<file path="src/hdl/ufq_pkg.sv">
`timescale 1ns / 1ps
`default_nettype none

package ufq_pkg;

    localparam int DEPTH = 16;
    localparam int WIDTH = 32;
    localparam int PTR_W = $clog2(DEPTH);
    localparam int CNT_W = $clog2(DEPTH + 1);

    typedef logic [WIDTH-1:0] elem_t;
    typedef logic [PTR_W-1:0] ptr_t;
    typedef logic [CNT_W-1:0] cnt_t;

    typedef enum logic [1:0] {
        ST_DONE  = 2'd0,
        ST_DUP   = 2'd1,
        ST_FULL  = 2'd2,
        ST_EMPTY = 2'd3
    } status_t;

    typedef enum logic {
        FN_ENQ = 1'b0,
        FN_DEQ = 1'b1
    } func_t;

    typedef enum logic [1:0] {
        S_IDLE,
        S_SCAN,
        S_DEQ,
        S_FINISH
    } state_t;

    typedef struct packed {
        logic rd_en;
        ptr_t rd_addr;
        logic wr_en;
        ptr_t wr_addr;
    } mem_req_t;

    function automatic ptr_t next_slot(ptr_t p);
        if (p == PTR_W'(DEPTH - 1)) begin
            return '0;
        end
        return p + PTR_W'(1);
    endfunction

    function automatic elem_t to_elem(logic [31:0] v);
        logic [63:0] ext;
        ext = {32'd0, v};
        return ext[WIDTH-1:0];
    endfunction

    function automatic logic [31:0] from_elem(elem_t e);
        logic [63:0] ext;
        ext = '0;
        ext[WIDTH-1:0] = e;
        return ext[31:0];
    endfunction

endpackage

`default_nettype wire

</file>
<file path="src/hdl/ufq_store.sv">
`timescale 1ns / 1ps
`default_nettype none

module ufq_store (
    input  wire logic              aclk,
    input  wire ufq_pkg::mem_req_t req,
    input  wire ufq_pkg::elem_t    wr_data,
    output ufq_pkg::elem_t         rd_data
);

    ufq_pkg::elem_t mem [ufq_pkg::DEPTH];
    ufq_pkg::elem_t rd_data_reg;

    always_ff @(posedge aclk) begin
        if (req.wr_en) begin
            mem[req.wr_addr] <= wr_data;
        end
    end

    always_ff @(posedge aclk) begin
        if (req.rd_en) begin
            rd_data_reg <= mem[req.rd_addr];
        end
    end

    assign rd_data = rd_data_reg;

endmodule

`default_nettype wire

</file>
<file path="src/hdl/unique_fifo_queue.sv">
`timescale 1ns / 1ps
`default_nettype none
// From accept to result valid, a rejected item or an enqueue into an empty queue passes
// idle and finish; a dequeue passes idle, deq and finish; a scanning enqueue idle, scan, finish.
// One item is handled at a time; the scan reads one stored entry per cycle through the
// single read port of the entry memory, then writes the new entry if no duplicate is found.
// A new item is taken while a result still waits on the output register.
// Reset clears pointers, count and handshake state; entry memory is not cleared.

module unique_fifo_queue (
    input  wire logic        aclk,
    input  wire logic        aresetn,
    input  wire logic        s_valid,
    output logic             s_ready,
    input  wire logic        s_func,
    input  wire logic [31:0] s_value,
    output logic             m_valid,
    input  wire logic        m_ready,
    output logic [1:0]       m_status,
    output logic [31:0]      m_out_value,
    output logic [4:0]       m_count,
    output logic             m_is_empty,
    output logic             m_is_full
);

    ufq_pkg::state_t  state_reg, state_next;
    ufq_pkg::ptr_t    wr_ptr_reg, wr_ptr_next;
    ufq_pkg::ptr_t    rd_ptr_reg, rd_ptr_next;
    ufq_pkg::ptr_t    scan_ptr_reg, scan_ptr_next;
    ufq_pkg::cnt_t    held_reg, held_next;
    ufq_pkg::cnt_t    iss_cnt_reg, iss_cnt_next;
    ufq_pkg::cnt_t    cmp_cnt_reg, cmp_cnt_next;
    logic             rd_vld_reg, rd_vld_next;
    ufq_pkg::elem_t   elem_reg, elem_next;
    ufq_pkg::status_t res_status_reg, res_status_next;
    logic [31:0]      res_value_reg, res_value_next;

    logic             m_valid_reg, m_valid_next;
    logic [1:0]       m_status_reg, m_status_next;
    logic [31:0]      m_out_value_reg, m_out_value_next;
    logic [4:0]       m_count_reg, m_count_next;
    logic             m_is_empty_reg, m_is_empty_next;
    logic             m_is_full_reg, m_is_full_next;

    ufq_pkg::mem_req_t mem_req;
    ufq_pkg::elem_t    rd_data;
    ufq_pkg::elem_t    wr_data;
    ufq_pkg::cnt_t     cmp_cnt_inc;
    logic              is_full_now;
    logic              is_empty_now;

    ufq_store u_store (
        .aclk    (aclk),
        .req     (mem_req),
        .wr_data (wr_data),
        .rd_data (rd_data)
    );

    assign is_full_now  = (held_reg == ufq_pkg::CNT_W'(ufq_pkg::DEPTH));
    assign is_empty_now = (held_reg == '0);
    assign cmp_cnt_inc  = cmp_cnt_reg + ufq_pkg::CNT_W'(1);

    always_ff @(posedge aclk) begin
        if (!aresetn) begin
            state_reg   <= ufq_pkg::S_IDLE;
            wr_ptr_reg  <= '0;
            rd_ptr_reg  <= '0;
            held_reg    <= '0;
            rd_vld_reg  <= 1'b0;
            m_valid_reg <= 1'b0;
        end else begin
            state_reg   <= state_next;
            wr_ptr_reg  <= wr_ptr_next;
            rd_ptr_reg  <= rd_ptr_next;
            held_reg    <= held_next;
            rd_vld_reg  <= rd_vld_next;
            m_valid_reg <= m_valid_next;
        end
    end

    always_ff @(posedge aclk) begin
        scan_ptr_reg    <= scan_ptr_next;
        iss_cnt_reg     <= iss_cnt_next;
        cmp_cnt_reg     <= cmp_cnt_next;
        elem_reg        <= elem_next;
        res_status_reg  <= res_status_next;
        res_value_reg   <= res_value_next;
        m_status_reg    <= m_status_next;
        m_out_value_reg <= m_out_value_next;
        m_count_reg     <= m_count_next;
        m_is_empty_reg  <= m_is_empty_next;
        m_is_full_reg   <= m_is_full_next;
    end

    always_comb begin
        state_next       = state_reg;
        wr_ptr_next      = wr_ptr_reg;
        rd_ptr_next      = rd_ptr_reg;
        scan_ptr_next    = scan_ptr_reg;
        held_next        = held_reg;
        iss_cnt_next     = iss_cnt_reg;
        cmp_cnt_next     = cmp_cnt_reg;
        rd_vld_next      = 1'b0;
        elem_next        = elem_reg;
        res_status_next  = res_status_reg;
        res_value_next   = res_value_reg;
        m_valid_next     = m_valid_reg;
        m_status_next    = m_status_reg;
        m_out_value_next = m_out_value_reg;
        m_count_next     = m_count_reg;
        m_is_empty_next  = m_is_empty_reg;
        m_is_full_next   = m_is_full_reg;
        mem_req          = '0;
        wr_data          = elem_reg;
        s_ready          = 1'b0;

        if (m_valid_reg && m_ready) begin
            m_valid_next = 1'b0;
        end

        case (state_reg)
            ufq_pkg::S_IDLE: begin
                s_ready = 1'b1;
                if (s_valid) begin
                    elem_next      = ufq_pkg::to_elem(s_value);
                    res_value_next = '0;
                    if (s_func == ufq_pkg::FN_ENQ) begin
                        if (is_full_now) begin
                            res_status_next = ufq_pkg::ST_FULL;
                            state_next      = ufq_pkg::S_FINISH;
                        end else if (is_empty_now) begin
                            // nothing to compare against: store right away
                            mem_req.wr_en   = 1'b1;
                            mem_req.wr_addr = wr_ptr_reg;
                            wr_data         = ufq_pkg::to_elem(s_value);
                            wr_ptr_next     = ufq_pkg::next_slot(wr_ptr_reg);
                            held_next       = held_reg + ufq_pkg::CNT_W'(1);
                            res_status_next = ufq_pkg::ST_DONE;
                            state_next      = ufq_pkg::S_FINISH;
                        end else begin
                            scan_ptr_next = rd_ptr_reg;
                            iss_cnt_next  = '0;
                            cmp_cnt_next  = '0;
                            state_next    = ufq_pkg::S_SCAN;
                        end
                    end else begin
                        if (is_empty_now) begin
                            res_status_next = ufq_pkg::ST_EMPTY;
                            state_next      = ufq_pkg::S_FINISH;
                        end else begin
                            mem_req.rd_en   = 1'b1;
                            mem_req.rd_addr = rd_ptr_reg;
                            state_next      = ufq_pkg::S_DEQ;
                        end
                    end
                end
            end

            ufq_pkg::S_SCAN: begin
                // issue one read per cycle, compare the previous one
                if (iss_cnt_reg != held_reg) begin
                    mem_req.rd_en   = 1'b1;
                    mem_req.rd_addr = scan_ptr_reg;
                    scan_ptr_next   = ufq_pkg::next_slot(scan_ptr_reg);
                    iss_cnt_next    = iss_cnt_reg + ufq_pkg::CNT_W'(1);
                    rd_vld_next     = 1'b1;
                end
                if (rd_vld_reg) begin
                    if (rd_data == elem_reg) begin
                        res_status_next = ufq_pkg::ST_DUP;
                        rd_vld_next     = 1'b0;
                        state_next      = ufq_pkg::S_FINISH;
                    end else begin
                        cmp_cnt_next = cmp_cnt_inc;
                        if (cmp_cnt_inc == held_reg) begin
                            mem_req.wr_en   = 1'b1;
                            mem_req.wr_addr = wr_ptr_reg;
                            wr_ptr_next     = ufq_pkg::next_slot(wr_ptr_reg);
                            held_next       = held_reg + ufq_pkg::CNT_W'(1);
                            res_status_next = ufq_pkg::ST_DONE;
                            rd_vld_next     = 1'b0;
                            state_next      = ufq_pkg::S_FINISH;
                        end
                    end
                end
            end

            ufq_pkg::S_DEQ: begin
                res_value_next  = ufq_pkg::from_elem(rd_data);
                res_status_next = ufq_pkg::ST_DONE;
                rd_ptr_next     = ufq_pkg::next_slot(rd_ptr_reg);
                held_next       = held_reg - ufq_pkg::CNT_W'(1);
                state_next      = ufq_pkg::S_FINISH;
            end

            ufq_pkg::S_FINISH: begin
                if (!m_valid_reg || m_ready) begin
                    m_valid_next     = 1'b1;
                    m_status_next    = res_status_reg;
                    m_out_value_next = res_value_reg;
                    m_count_next     = held_reg;
                    m_is_empty_next  = is_empty_now;
                    m_is_full_next   = is_full_now;
                    state_next       = ufq_pkg::S_IDLE;
                end
            end

            default: begin
                state_next = ufq_pkg::S_IDLE;
            end
        endcase
    end

    assign m_valid     = m_valid_reg;
    assign m_status    = m_status_reg;
    assign m_out_value = m_out_value_reg;
    assign m_count     = m_count_reg;
    assign m_is_empty  = m_is_empty_reg;
    assign m_is_full   = m_is_full_reg;

endmodule

`default_nettype wire

</file>
<file path="config.mk">
export PLATFORM = sky130hd
export DESIGN_NAME = unique_fifo_queue
export DESIGN_NICKNAME = d
export VERILOG_FILES = /design/src/hdl/ufq_pkg.sv /design/src/hdl/ufq_store.sv /design/src/hdl/unique_fifo_queue.sv
export SDC_FILE = /design/constraint.sdc
export NUM_CORES = 1
export LEC_CHECK = 0
export ABC_AREA = 1
export BUFFER_PORTS_ARGS = -buffer_cell sky130_fd_sc_hd__buf_2
export CAP_MARGIN = 40
export CORE_UTILIZATION = 50
export CTS_BUF_LIST = sky130_fd_sc_hd__clkbuf_2 sky130_fd_sc_hd__clkbuf_4 sky130_fd_sc_hd__clkbuf_8
export DETAILED_ROUTE_END_ITERATION = 8
export HOLD_SLACK_MARGIN = 0.06
export PLACE_DENSITY_LB_ADDON = 0.12
export SYNTH_ARGS = -nofsm -noshare
export SYNTH_HDL_FRONTEND = slang
export SYNTH_SLANG_ARGS = --single-unit
</file>
<file path="constraint.sdc">
create_clock -name aclk -period 3.75 [get_ports aclk]
set_input_delay 0.75 -clock aclk [delete_from_list [all_inputs] [get_ports aclk]]
set_output_delay 0.75 -clock aclk [all_outputs]
set_load 0.02 [all_outputs]
</file>
==> impl_summary.md <==
GRT
The global-route congestion overflow total is 0. The most heavily used metal layer in global routing is met2. Global routing used 5.98% of the available met3 tracks. The initial antenna violation count came to 1. The via count of the first global-routing pass was about 20000. The fraction of met1 tracks used by global routing is approximately 37%.

The aggregate global-route resource usage is 26.3%. The routing usage on met2 is between 40 and 50%. The first global-routing pass estimated 117000 µm of wire.

Entering global routing, the biggest net connects 131 pins.

Yosys
Synthesis produced a netlist with a net count of 2742. The count of yosys warnings during synthesis is 0. In this run, synthesis produced a sequential element count of ~680. Sorting the synthesized cells by area gives the leading types as edfxtp_1 (68%), nand2_1 (11%), nand3_1 (9.3%).

After synthesis the cells add up to 29200 µm². The top cell type's share of synthesized area is approximately two thirds. Of all cell types, the one taking the most synthesized area is edfxtp_1. The sequential area share after synthesis is 69.5%. The gate count after technology mapping is 2691. The average instance in the mapped netlist occupies 10.9 µm². The number of library cell types mapped by synthesis is 33.

Timing
Setup repair after global routing left no endpoint under its margin. The worst clock skew is 0.0517 ns. The final critical path takes up 87.4% of the cycle. The accumulated negative setup slack is 0 ns.

Setup violations remaining at the end of the flow were counted as 0. The final max-slew violation count came to 0. Static timing analysis puts the maximum clock frequency at 0.305 GHz. The measured slew at the worst slew-check pin is 0.756 ns.

The clock period minus worst slack is 3.28 ns. The final hold violation count is 0. Headroom to the max-slew limit came out at between 40 and 50%.

Pwr
The share of total power consumed by net switching is 34.9%. Internal power comes to 15.2 mW. In this run the static leakage power is 13.4 nW.

The largest vdd supply drop is 0.000351 V. Overall power consumption after layout is estimated at approximately 23 mW. The clock power share is 26.9%. The power density over the cells is 702 nW/µm². The analysis attributes to net switching a power of 8.12 mW.

The share of total power dissipated in sequential elements is 44.6%. The logic gate share of total power is 28.5%.

Placement
The number of placed cells counting well taps is 3476. The total cell area at the placement stage is 31000 µm². The half-perimeter wire length after detailed placement is 45300 µm.

At the end of routability-driven placement, the weighted congestion stood at 0.843. Port buffering added 79 buffers.

Clocking
CTS saw 682 sinks. The clock transition at the registers of the reported paths is 0.06 ns. In this run the number of H-tree levels came out at 3. The number of hold buffers added after CTS was 0. The clock root buffer is clkbuf_8. Once the clock tree was built, the resizer swapped 0 gates to a different size. The maximum clock insertion buffer count is 3. The total clock buffers created by CTS is 108.

The clock latency at the later pin of the worst-skew pair is 0.73 ns. Post-CTS timing repair inserted 0 buffers for setup. TritonCTS built the clock tree.

Layout
The register with the most flip-flops in the layout has 512 of them. The final standard cell count with taps included and fillers excluded is roughly 3700. The signed area change from the synthesized netlist to the final layout is 13.4%. The library cells used most frequently in the layout, excluding fill and tap cells, are nand2_1 (849), edfxtp_1 (665), nand3_1 (541). The net count of the finished layout is about 2900. The final instance area is 33100 µm².

In the final layout, the share of cells above drive strength 1 is a little over an eighth. The largest register by flop count is u_store.mem. The library cell used most frequently in the layout, excluding fill and tap cells, is nand2_1.

The number of diodes is 0.

Hold path
The path with the worst hold slack has its endpoint at elem_reg[4]. Along the worst hold path, the cell count comes to 1. The beginning of the worst hold path is s_value[4]. The tightest min-delay check is of the in -> reg type.

Worst setup path
The worst register-to-register path ends at u_store.mem[14][1]. The critical-path cell with the highest stage delay is edfxtp_1. The minimum setup slack among reg-to-reg paths is 0.47 ns.

The type of element launching the critical path is a register. The classification of the worst setup path is reg -> reg. The family of cells with the greatest summed delay on the critical path is simple AND/OR/NAND/NOR gates. The kind of end point of the critical path is a register.

The arrival time of the worst setup path is ~3.6 ns. The number of cells traversed by the worst register-to-register path is 12. In this run the worst path has a maximum fanout of 19. For the worst setup path, the data required time is 4.09 ns. On the worst path, the slowest cell contributes a delay of 0.47 ns.

The signal on the critical path passes through ha_1, nand3_1, xor2_1, nor2_1, nor2_1, nand3_1, nor2_1, nand2_1, nand2_1, nand3_1, nor2_4, buf_4. The worst register-to-register path begins at cmp_cnt_reg[0]. The worst path buffer plus inverter count is 1.

Die
The standard-cell row count is just under 90. The die extent in y is about 240 µm. The I/O pin count is 80. The floorplan step defined a die boundary enclosing 59400 µm². The core area is 57700 µm². The initial core utilization is just over 50%. The die width is 244 µm.

Detailed routing
Wires add up to 77600 µm. After detailed routing, the average wire length per cell comes to 21.1 µm. The first-iteration detailed-routing DRC count is 2104. The number of iterations in the first detailed-routing pass is 6. Summing over every cut layer, the via total after detailed routing is 20100. The via-per-instance ratio is 5.46. Once detail routing completed, the nets flagged for antenna violations numbered 0. For this run, design rule violations remaining after detail routing come to 0.

Job
The tool flagged a number of max-cap violations equal to 0.

Status
The flow ran to the end, and the final reports show no timing, DRC or antenna violations.
-- cells in the mapped netlist --
cell type and n:
nand3_2 2, nand3_1 542, xnor2_1 15, o21ai_0 19, a22oi_1 1, ha_1 13, a21oi_1 42, nand2_2 3
or2_2 1, o22ai_2 2, buf_6 1, a211oi_1 1, a21boi_0 1, mux2_2 10, fa_1 1, edfxtp_1 665
buf_4 13, nand2_1 851, inv_2 3, nor3_1 4, nand4_1 3, inv_1 250, nand4_2 1, xor2_1 10
dfxtp_1 17, a31oi_1 1, clkbuf_1 17, clkinv_1 1, buf_1 5, buf_2 111, nor2_4 2, nor2_1 82
nand3b_1 1
-- worst max-delay path by stage --
stage                              start                  end  cells after the start
after detailed placement  cmp_cnt_reg[0]   u_store.mem[4][20]                     12
final                     cmp_cnt_reg[0]   u_store.mem[14][1]                     12
after global placement    cmp_cnt_reg[0]   u_store.mem[4][20]                     12
after CTS                 cmp_cnt_reg[0]  u_store.mem[14][16]                     12
after floorplan             state_reg[0]    u_store.mem[5][0]                      8
after global routing      cmp_cnt_reg[0]   u_store.mem[14][1]                     12
-- power groups by stage --
stage / logic [mW] / registers, mW / clock network, mW
after CTS: 6.60 / 10.4 / 6.39
after global placement: 6.38 / 10.5 / 0
after floorplan: 4.20 / 10.4 / 0
after detailed placement: 6.57 / 10.5 / 0
after global routing: 7.32 / 10.4 / 6.71
final: 6.64 / 10.4 / 6.26
-- layer usage --
| layer | wire length, µm | part of all wire (%) |
|---|---|---|
| met1 | 33700 | 43 |
| met2 | 34900 | 45 |
| met3 | 7000 | 9.0 |
| met4 | 2040 | 2.6 |
| met5 | 13 | 0.017 |
-- stage by stage --
| step | hold WS, ns | setup slack [ns] | utilization, % |
|---|---|---|---|
| finish | 0.230 | 0.471 | 57.4 |
| global route | 0.207 | 0.196 | 57.4 |
| CTS | 0.168 | 0.481 | 57.4 |
| detailed placement | 0.405 | 0.511 | 53.7 |
| global placement | 0.402 | 0.509 | 53.5 |
| floorplan | 0.400 | -0.251 | - |
-- worst reg2reg max path: stages, from the launching register on --
cell and delay, ns:
edfxtp_1 0.47, ha_1 0.29, nand3_1 0.11, xor2_1 0.25
nor2_1 0.07, nor2_1 0.15, nand3_1 0.16, nor2_1 0.12
nand2_1 0.15, nand2_1 0.22, nand3_1 0.35, nor2_4 0.19
buf_4 0.38
-- layout make-up --
class	count	area (µm²)
Clock buffer	145	1790
Clock inverter	56	355
Fill cell	4879	24600
Inverter	254	956
Multi-Input combinational cell	1608	7420
Sequential cell	682	20300
Tap cell	765	957
Timing Repair Buffer	167	1350
-- kinds of logic (layout without fill, tap and decap cells) --
family	count (synthesis)	in the layout	share of synthesized area (%)
multiplexers	10	10	0.385
XOR/XNOR	25	25	0.749
flip-flops	682	682	69.5
buffers and inverters	401	622	5.82
adder cells (fa/ha/maj)	14	14	0.625
AO/OA/AOI/OAI	67	67	1.23
AND/OR/NAND/NOR	1492	1492	21.7
No activity file was read; power rests on OpenSTA's default activity.
